<file path="src/rtl/tds_pkg.sv">
// Shared types and constants for the task dependency scheduler.
// Used by tds_out_reg and task_dependency_scheduler; depends on nothing.
package tds_pkg;

  localparam int MAX_TASKS      = 64;
  localparam int MAX_SUCCESSORS = 8;
  localparam int TASK_W         = $clog2(MAX_TASKS);
  localparam int SLOT_W         = $clog2(MAX_SUCCESSORS);
  localparam int SCNT_W         = $clog2(MAX_SUCCESSORS + 1);
  localparam int CNT_W          = $clog2(MAX_TASKS + 1);
  localparam int PEND_W         = 10;
  localparam int TAB_AW         = TASK_W + SLOT_W;

  localparam logic [PEND_W-1:0] PENDING_TOP = '1;

  typedef enum logic [1:0] {
    ACT_ADD    = 2'd0,
    ACT_RUN    = 2'd1,
    ACT_FINISH = 2'd2,
    ACT_CLEAR  = 2'd3
  } action_t;

  typedef enum logic [2:0] {
    K_READY    = 3'd0,
    K_ACCEPTED = 3'd1,
    K_INVALID  = 3'd2,
    K_CYCLE    = 3'd3,
    K_DONE     = 3'd4,
    K_FULL     = 3'd5
  } kind_t;

  localparam logic [1:0] COL_WHITE = 2'd0;
  localparam logic [1:0] COL_GRAY  = 2'd1;
  localparam logic [1:0] COL_BLACK = 2'd2;

  typedef struct packed {
    logic [1:0]        action;
    logic [TASK_W-1:0] successor_task;
    logic [TASK_W-1:0] predecessor_task;
    logic [TASK_W-1:0] finished_task;
  } in_word_t;

  typedef struct packed {
    logic [2:0]        kind;
    logic [TASK_W-1:0] task_id;
    logic              last;
  } out_word_t;

endpackage

</file>
<file path="src/rtl/tds_out_reg.sv">
// Output register of the task dependency scheduler: holds one result word
// until the receiver takes it. Depends on tds_pkg.
module tds_out_reg
  import tds_pkg::*;
(
  input  logic      clk,
  input  logic      rst_n,
  input  logic      push_valid,
  input  out_word_t push_word,
  output logic      push_ready,
  output logic      out_valid,
  input  logic      out_stall,
  output out_word_t out_data
);

  logic      valid_r;
  out_word_t word_r;

  // Take a new word when empty or when the held one leaves this cycle
  assign push_ready = !valid_r || !out_stall;
  assign out_valid  = valid_r;
  assign out_data   = word_r;

  always_ff @(posedge clk) begin
    if (!rst_n) begin
      valid_r <= 1'b0;
    end else if (push_valid && push_ready) begin
      valid_r <= 1'b1;
    end else if (!out_stall) begin
      valid_r <= 1'b0;
    end
  end

  // Load payload
  always_ff @(posedge clk) begin
    if (push_valid && push_ready) begin
      word_r <= push_word;
    end
  end

endmodule

</file>
<file path="config.mk">
export PLATFORM = sky130hd
export DESIGN_NAME = tds_out_reg
export DESIGN_NICKNAME = d
export VERILOG_FILES = /design/src/rtl/tds_pkg.sv /design/src/rtl/tds_out_reg.sv
export SDC_FILE = /design/constraint.sdc
export NUM_CORES = 1
export LEC_CHECK = 0
export ABC_AREA = 1
export CAP_MARGIN = 30
export CORE_AREA = 2 2 39 41
export CTS_CLUSTER_SIZE = 12
export DETAILED_ROUTE_END_ITERATION = 7
export DIE_AREA = 0 0 41 43
export DONT_BUFFER_PORTS = 1
export HOLD_SLACK_MARGIN = 0.12
export PLACE_DENSITY = 0.45
export SYNTH_ARGS = -nofsm -noshare
export SYNTH_HDL_FRONTEND = slang
export SYNTH_SLANG_ARGS = --single-unit
</file>
<file path="constraint.sdc">
create_clock -name clk -period 1.7 [get_ports clk]
set_input_delay 0.085 -clock clk [delete_from_list [all_inputs] [get_ports clk]]
set_output_delay 0.085 -clock clk [all_outputs]
set_load 0.005 [all_outputs]
</file>
After elaboration in Yosys (flattened, before gate mapping)
Index checks and enable logic that the tools add are counted.

$add $sub $neg: 0. Multiply operators: 0. Divide/modulo/power cells: 0. Order comparisons: 0. Equality and inequality tests: 1. Shift operators: 0. Mux-type cells: 2. Bitwise operators: 0. Reduce and logical (&&, ||, !) cells: 4.

Operators by type and width (count): $logic_not 1->1 (2); $mux 1 (2); $ne 2x1->1 const B (1); $logic_and 1x1->1 (1); $logic_or 1x1->1 (1).

Register bits: 11. Latch bits: 0. RAM bits: 0. Memory bits (read-only): 0. Input bits: 14. Output and inout port bits: 12. Word-level logic and storage cells: 11. Memories: 0.

Longest topological paths before layout
Gate-level depths: netlist of the first run.

Depth after elaboration: 4. Mapped depth: 2.

Worst setup path after synthesis of the first run
OpenSTA, ideal clock, no wires.

Path kind: flip-flop to flip-flop. Start point: register valid_r, in the netlist out_valid. End point: register word_r (netlist bit out_data[0]), enable pin. Setup time: 0.380 ns. Data arrival time: 0.870 ns. Setup slack: 0.450 ns. Cell stages (with the launch flop): 2. Buffers on the path: 0. Clock period less this slack: 1.250 ns. Cells stage by stage: dfxtp_1 -> a21oi_1.

Longest elaborated chain between the ends: 3.

Ends and longest elaborated chain: start, declared (line tds_out_reg.sv:16) `logic valid_r;`; start signal, assigned (line tds_out_reg.sv:26) `valid_r <= 1'b0;`; start signal, assigned (line tds_out_reg.sv:28) `valid_r <= 1'b1;`; start signal, assigned (line tds_out_reg.sv:30) `valid_r <= 1'b0;`; $logic_not 1->1 (line tds_out_reg.sv:20) `assign push_ready = !valid_r || !out_stall;`; $logic_or 1x1->1 (line tds_out_reg.sv:20); $logic_and 1x1->1 (line tds_out_reg.sv:36) `if (push_valid && push_ready) begin`; end signal, assigned (line tds_out_reg.sv:37) `word_r <= push_word;`; end, declared (line tds_out_reg.sv:17) `out_word_t word_r;`.

Every way passes these cells. A chain may end at the register's enable or synchronous reset.

Worst setup path in the final report of the first run
Start point: register valid_r, in the netlist out_valid. End point: register valid_r, in the netlist out_valid.

Longest elaborated chain between the ends: 4. Elaborated cells between the ends (all ways): 5.

Ends and longest elaborated chain: $logic_not 1->1 (*) (line tds_out_reg.sv:20); $logic_or 1x1->1 (*) (line tds_out_reg.sv:20); named net push_ready (line tds_out_reg.sv:10) `output logic push_ready,`; $logic_and 1x1->1 (*) (line tds_out_reg.sv:27) `end else if (push_valid && push_ready) begin`; $ne 2x1->1 (no line) / $mux 1 (equally long branches).

The timed path passes the listed nets; every way through them passes the cells marked *.

==> qor.csv, run 1 <==
metric;value;unit
ioPinCount;26;
drt-pass1-iter-count;1;
fmax;0.852;GHz
relSlewSlack;0.898;
syn_area;348;um2
post_cts_buffers;0;
finalNetCount;48;
layout_commonest_cell;dlygate4sd3_1;
grt_use_total;0.0844;
hold_viol_final;0;
r2r-start;out_valid;
clk_latency;260;ps
grt_pass1_wl;903;um
peakVddDrop;0.333;mV
avgSynthCellArea;21.7;um2
die_h;43;um
outcome;finished clean;
port_buffers;0;
hold_end;push_ready;
final_antenna_net_count;0;
grt_max_degree;11;
cts.clk_slew.worst_paths;70;ps
cts_resized;0;
finalClockSkew;4.92;ps
synth_top_area_share;0.863;
layout-drive-gt1-share;0.182;
vias;196;
ff2ff_path_depth;3;
setup_viol;0;
numCtsBuffers;3;
wl;570;um
timing.hold.worst_path_depth;1;
overflow;0;
fin_tns_setup;0;ps
rrSetupSlack;530;ps
drcViolationCount;0;
syn-num-nets;30;
hold_buffers;12;
root_buffer;clkbuf_4;
fp.dieW;41;um
fin_crit_sh;0.690;
path_max_fanout;3;
fin_crit;1170;ps
place_congestion;0.553;
p_leak;0.000192;uW
hold_ws;220;ps
synth_top_cell_by_area;edfxtp_1;
ys_seq_area_frac;0.921;
wl_per_cell;11.6;um
cap_violations;0;
tightestPinTransition;153;ps
final_cell_mix;dlygate4sd3_1, edfxtp_1, clkbuf_4, inv_1;
htreeDepth;1;
die_area;1760;um2
cts_tree;built;
initial_core_util;0.251;
crit_type;reg2reg;
hpwl;433;um
ys_warn_count;0;
maxSlewViolCount;0;
synth_area_leaders;edfxtp_1, dfxtp_1, a21oi_2;
core-area;1380;um2
endpoint_kind;flip-flop;
drt_iter0_drc;0;
std_cell_rows;14;
synth_cell_types;6;
cts_num_sinks;11;
viasPerCell;4.00;
cellPowerDensity;1010;nW/um2
grt_pass1_vias;221;
diodes;0;
netlist_instances;16;
cts_buffer_depth;2;
required;1910;ps
utilization;0.377;
hp-start;out_stall;
antenna_found_initial;0;
timing.rr.end;out_valid;
grt_setup_unrepaired;false;
syn_to_final_growth;50.0;%
crit_arrival;1380;ps
hold_path.class;in2out;
synth-seq-cells;11;
cp-start-kind;flip-flop;
## cell usage after synthesis
| master | number |
|---|---|
| edfxtp_1 | 10 |
| inv_1 | 2 |
| a21oi_1 | 1 |
| a21oi_2 | 1 |
| dfxtp_1 | 1 |
| nand2_2 | 1 |
## flip-flops by register name, indices dropped and copies added (netlist names)
signal     flops
out_data      10
out_valid      1
## routing by layer
layer | GRT usage | vias to the layer above | routed length, um
li1 | - | 92 | -
met1 | 0.0772 | 91 | 195
met2 | 0.122 | 13 | 330
met3 | 0.0314 | 0 | 45
met4 | 0.100 | 0 | 0
met5 | 0 | - | 0
## through the flow
step / cells / power (uW) / area [um2] / setup slack [ps]
2_1_floorplan: 16 / 335 / 348 / 450
3_3_place_gp: 33 / 341 / 375 / 745
3_5_place_dp: 33 / 342 / 375 / 718
4_1_cts: 49 / 537 / 522 / 514
5_1_grt: 49 / 553 / 522 / 454
6_report: 49 / 525 / 522 / 527
## final cells by class
cell class | count | area (um2)
clock buffers | 4 | 26.3
well taps | 16 | 20.0
inverters | 2 | 7.51
fillers | 144 | 862
repair buffers | 13 | 128
flip-flops and latches | 11 | 320
multi-input cells | 3 | 20.0
## cells by family after synthesis
kind of cell    after synthesis  share of synthesized area
flops                        11                      0.921
buf+inv                       2                     0.0216
compound gates                2                     0.0396
simple gates                  1                     0.0180
## power by group
part | switching, uW | internal (uW)
clock network | 78.1 | 90.5
registers | 8.33 | 314
logic | 11.9 | 22.5
## worst max-delay path by stage
stage / from / endpoint / slack (ps) / cells past startpoint
detailed placement: out_valid / out_data[1] / 720 / 2
finish: out_valid / out_valid / 530 / 3
global placement: out_valid / out_data[9] / 750 / 2
global route: out_valid / out_valid / 450 / 3
CTS: out_valid / out_valid / 510 / 3
floorplan: out_valid / out_data[0] / 450 / 1
## critical path: stages (launching register included)
cell           delay (ps)
dfxtp_1               390
nand2_2                90
a21oi_2               110
dlygate4sd3_1         540
No activity file was read; power rests on OpenSTA's default activity.
==> inputs of run 2 (changes only) <==
--- a/config.mk
+++ b/config.mk
@@ -5,7 +5,7 @@
 export SDC_FILE = /design/constraint.sdc
 export NUM_CORES = 1
 export LEC_CHECK = 0
-export ABC_AREA = 1
+export ABC_AREA = 0
 export CAP_MARGIN = 30
 export CORE_AREA = 2 2 39 41
 export CTS_CLUSTER_SIZE = 12
@@ -13,7 +13,7 @@
 export DIE_AREA = 0 0 41 43
 export DONT_BUFFER_PORTS = 1
 export HOLD_SLACK_MARGIN = 0.12
-export PLACE_DENSITY = 0.45
+export PLACE_DENSITY = 0.46
 export SYNTH_ARGS = -nofsm -noshare
 export SYNTH_HDL_FRONTEND = slang
 export SYNTH_SLANG_ARGS = --single-unit
==> constraint.sdc (replaced) <==
create_clock -name clk -period 1 [get_ports clk]
set_input_delay 0.05 -clock clk [delete_from_list [all_inputs] [get_ports clk]]
set_output_delay 0.05 -clock clk [all_outputs]
set_load 0.005 [all_outputs]
==> run 2 against run 1 <==
Net effect: synthesized cell count decreased by 6.3%; final cell count increased by 2.0%; die area unchanged.
==> qor.csv, run 2 <==
metric;value;unit;change
fin_crit_sh;0.906;;was 0.690
peakVddDrop;0.695;mV;was 0.333 mV
htreeDepth;1;;unchanged
largest_reg_flops;10;;unchanged
std_cell_rows;14;;unchanged
fin_crit;906;ps;was 1170 ps
synth.most_common_cell;edfxtp_1;;unchanged
dp.cells;33;;unchanged
wl;620;um;was 570 um
avgSynthCellArea;22.8;um2;was 21.7 um2
drt_iter0_drc;1;;was 0
cap_violations;0;;unchanged
multi_input_area;23.8;um2;was 20.0 um2
drt-pass1-iter-count;2;;was 1
fin_tns_setup;0;ps;unchanged
grt_pass1_wl;876;um;was 903 um
overflow;0;;unchanged
ys.flop_type;edfxtp_1;;unchanged
vias;201;;was 196
core-area;1380;um2;unchanged
finalClockSkew;4.73;ps;was 4.92 ps
wl_per_cell;12.4;um;was 11.6 um
crit_arrival;870;ps;was 1380 ps
place_congestion;0.530;;was 0.553
crit_type;reg2reg;;unchanged
fp.dieW;41;um;unchanged
synth_cell_types;6;;unchanged
critPathMaxStageDelay;310;ps;was 540 ps
ys_seq_area_frac;0.938;;was 0.921
die_area;1760;um2;unchanged
antenna_found_initial;0;;unchanged
cp-start-kind;flip-flop;;unchanged
fmax;1.10;GHz;was 0.852 GHz
p_leak;0.000194;uW;was 0.000192 uW
initial_core_util;0.247;;was 0.251
critPathSlowestCell;dfxtp_1;;was dlygate4sd3_1
synth_area_leaders;edfxtp_1, dfxtp_1, and2_1;;was edfxtp_1, dfxtp_1, a21oi_2
final_cell_mix;dlygate4sd3_1, edfxtp_1, clkbuf_4, buf_4;;was dlygate4sd3_1, edfxtp_1, clkbuf_4, inv_1
setup_viol;0;;unchanged
maxSlewViolCount;0;;unchanged
grtUsageMet3;0.0471;;was 0.0314
layout-drive-gt1-share;0.176;;was 0.182
grt_setup_unrepaired;false;;unchanged
synth_top_area_share;0.879;;was 0.863
endpoint_kind;flip-flop;;unchanged
diodes;0;;unchanged
seqCellArea;320;um2;unchanged
grt_pass1_vias;219;;was 221
cts_tree;built;;unchanged
relSlewSlack;0.909;;was 0.898
path_max_fanout;10;;was 3
ys_warn_count;0;;unchanged
tightestPinTransition;137;ps;was 153 ps
cts_num_sinks;11;;unchanged
root_buffer;clkbuf_4;;unchanged
grt_use_total;0.0838;;was 0.0844
cts_buffer_depth;2;;unchanged
port_buffers;0;;unchanged
clk_latency;260;ps;about the same
numCtsBuffers;3;;unchanged
synth-seq-cells;11;;unchanged
netlist_instances;15;;was 16
cellPowerDensity;1680;nW/um2;was 1010 nW/um2
finalNetCount;49;;was 48
use_met1;0.0683;;was 0.0772
ioPinCount;26;;unchanged
final_antenna_net_count;0;;unchanged
synth_top_cell_by_area;edfxtp_1;;unchanged
fill_cells;134;;was 144
syn_to_final_growth;56.8;%;was 50.0%
synth-edff-count;10;;unchanged
grt_use_met2;0.128;;was 0.122
hold_viol_final;0;;unchanged
fin_cells;50;;was 49
hold_path.class;in2reg;;was in2out
top_usage_layer;met2;;unchanged
layout_commonest_cell;dlygate4sd3_1;;unchanged
syn-num-nets;29;;was 30
die_h;43;um;unchanged
syn_area;342;um2;was 348 um2
required;960;ps;was 1910 ps
async_flop_share;0;;unchanged
outcome;finished clean;;unchanged
drcViolationCount;0;;unchanged
cts.clk_slew.worst_paths;70;ps;about the same
grt_max_degree;11;;unchanged
path_cells;nand2_1, and2_4;;was nand2_2, a21oi_2, dlygate4sd3_1
viasPerCell;4.02;;was 4.00
-- run 2: repair_timing --
item / 4_1_cts / 5_1_grt
resized for setup: 0 / 1
hold buffers: 13 / 0
buffers inserted: 0 / 0
hold endpoints to repair: 11 / 0
setup endpoints to repair: 0 / 10
-- run 2: final timing paths --
path | slack, ps | end | start | depth (start not counted)
max | 90 | out_data[8] | out_valid | 2
min | 130 | out_data[4] | push_valid | 1
max reg2reg | 90 | out_data[8] | out_valid | 2
min reg2reg | 610 | out_valid | out_valid | 3
-- run 2: power breakdown --
| part | internal [uW] | total, uW | switching [uW] |
|---|---|---|---|
| Clock | 154 | 290 | 136 |
| Combinational | 44.6 | 65.7 | 21.1 |
| Sequential | 534 | 546 | 12.9 |
-- run 2: final cells by class --
type	instances	share of cell area
multi-input combinational	4	0.0444
clock buffer	4	0.0491
timing repair buffer	15	0.271
tap	16	0.0374
sequential	11	0.598
-- run 2: per-stage QoR --
| step | hold WS, ps | area, um2 | setup slack [ps] | power, uW | utilization |
|---|---|---|---|---|---|
| 5_1_grt | 128 | 536 | 37.7 | 938 | 0.387 |
| 3_3_place_gp | 149 | 378 | 41.1 | 580 | 0.273 |
| 4_1_cts | 212 | 534 | 21.3 | 914 | 0.386 |
| 6_report | 127 | 536 | 94.1 | 902 | 0.387 |
| 3_5_place_dp | 149 | 378 | 31.1 | 581 | 0.273 |
| 2_1_floorplan | 149 | 343 | 46.4 | 568 | - |
-- run 2: critical path: cells and delay by family, from the launching register on --
kind          cells  cell delay, ps
flops             1             310
simple gates      2             300
-- run 2: cells by family after synthesis --
family	after synthesis	synth area share
simple gates	3	0.0476
flops	11	0.938
compound gates	1	0.0146
-- run 2: metal layers --
metal  part of all wire  vias to the layer above
met5                  0                        -
met1               0.35                       89
met2               0.56                       15
met3              0.065                        2
li1                   -                       95
met4              0.016                        0
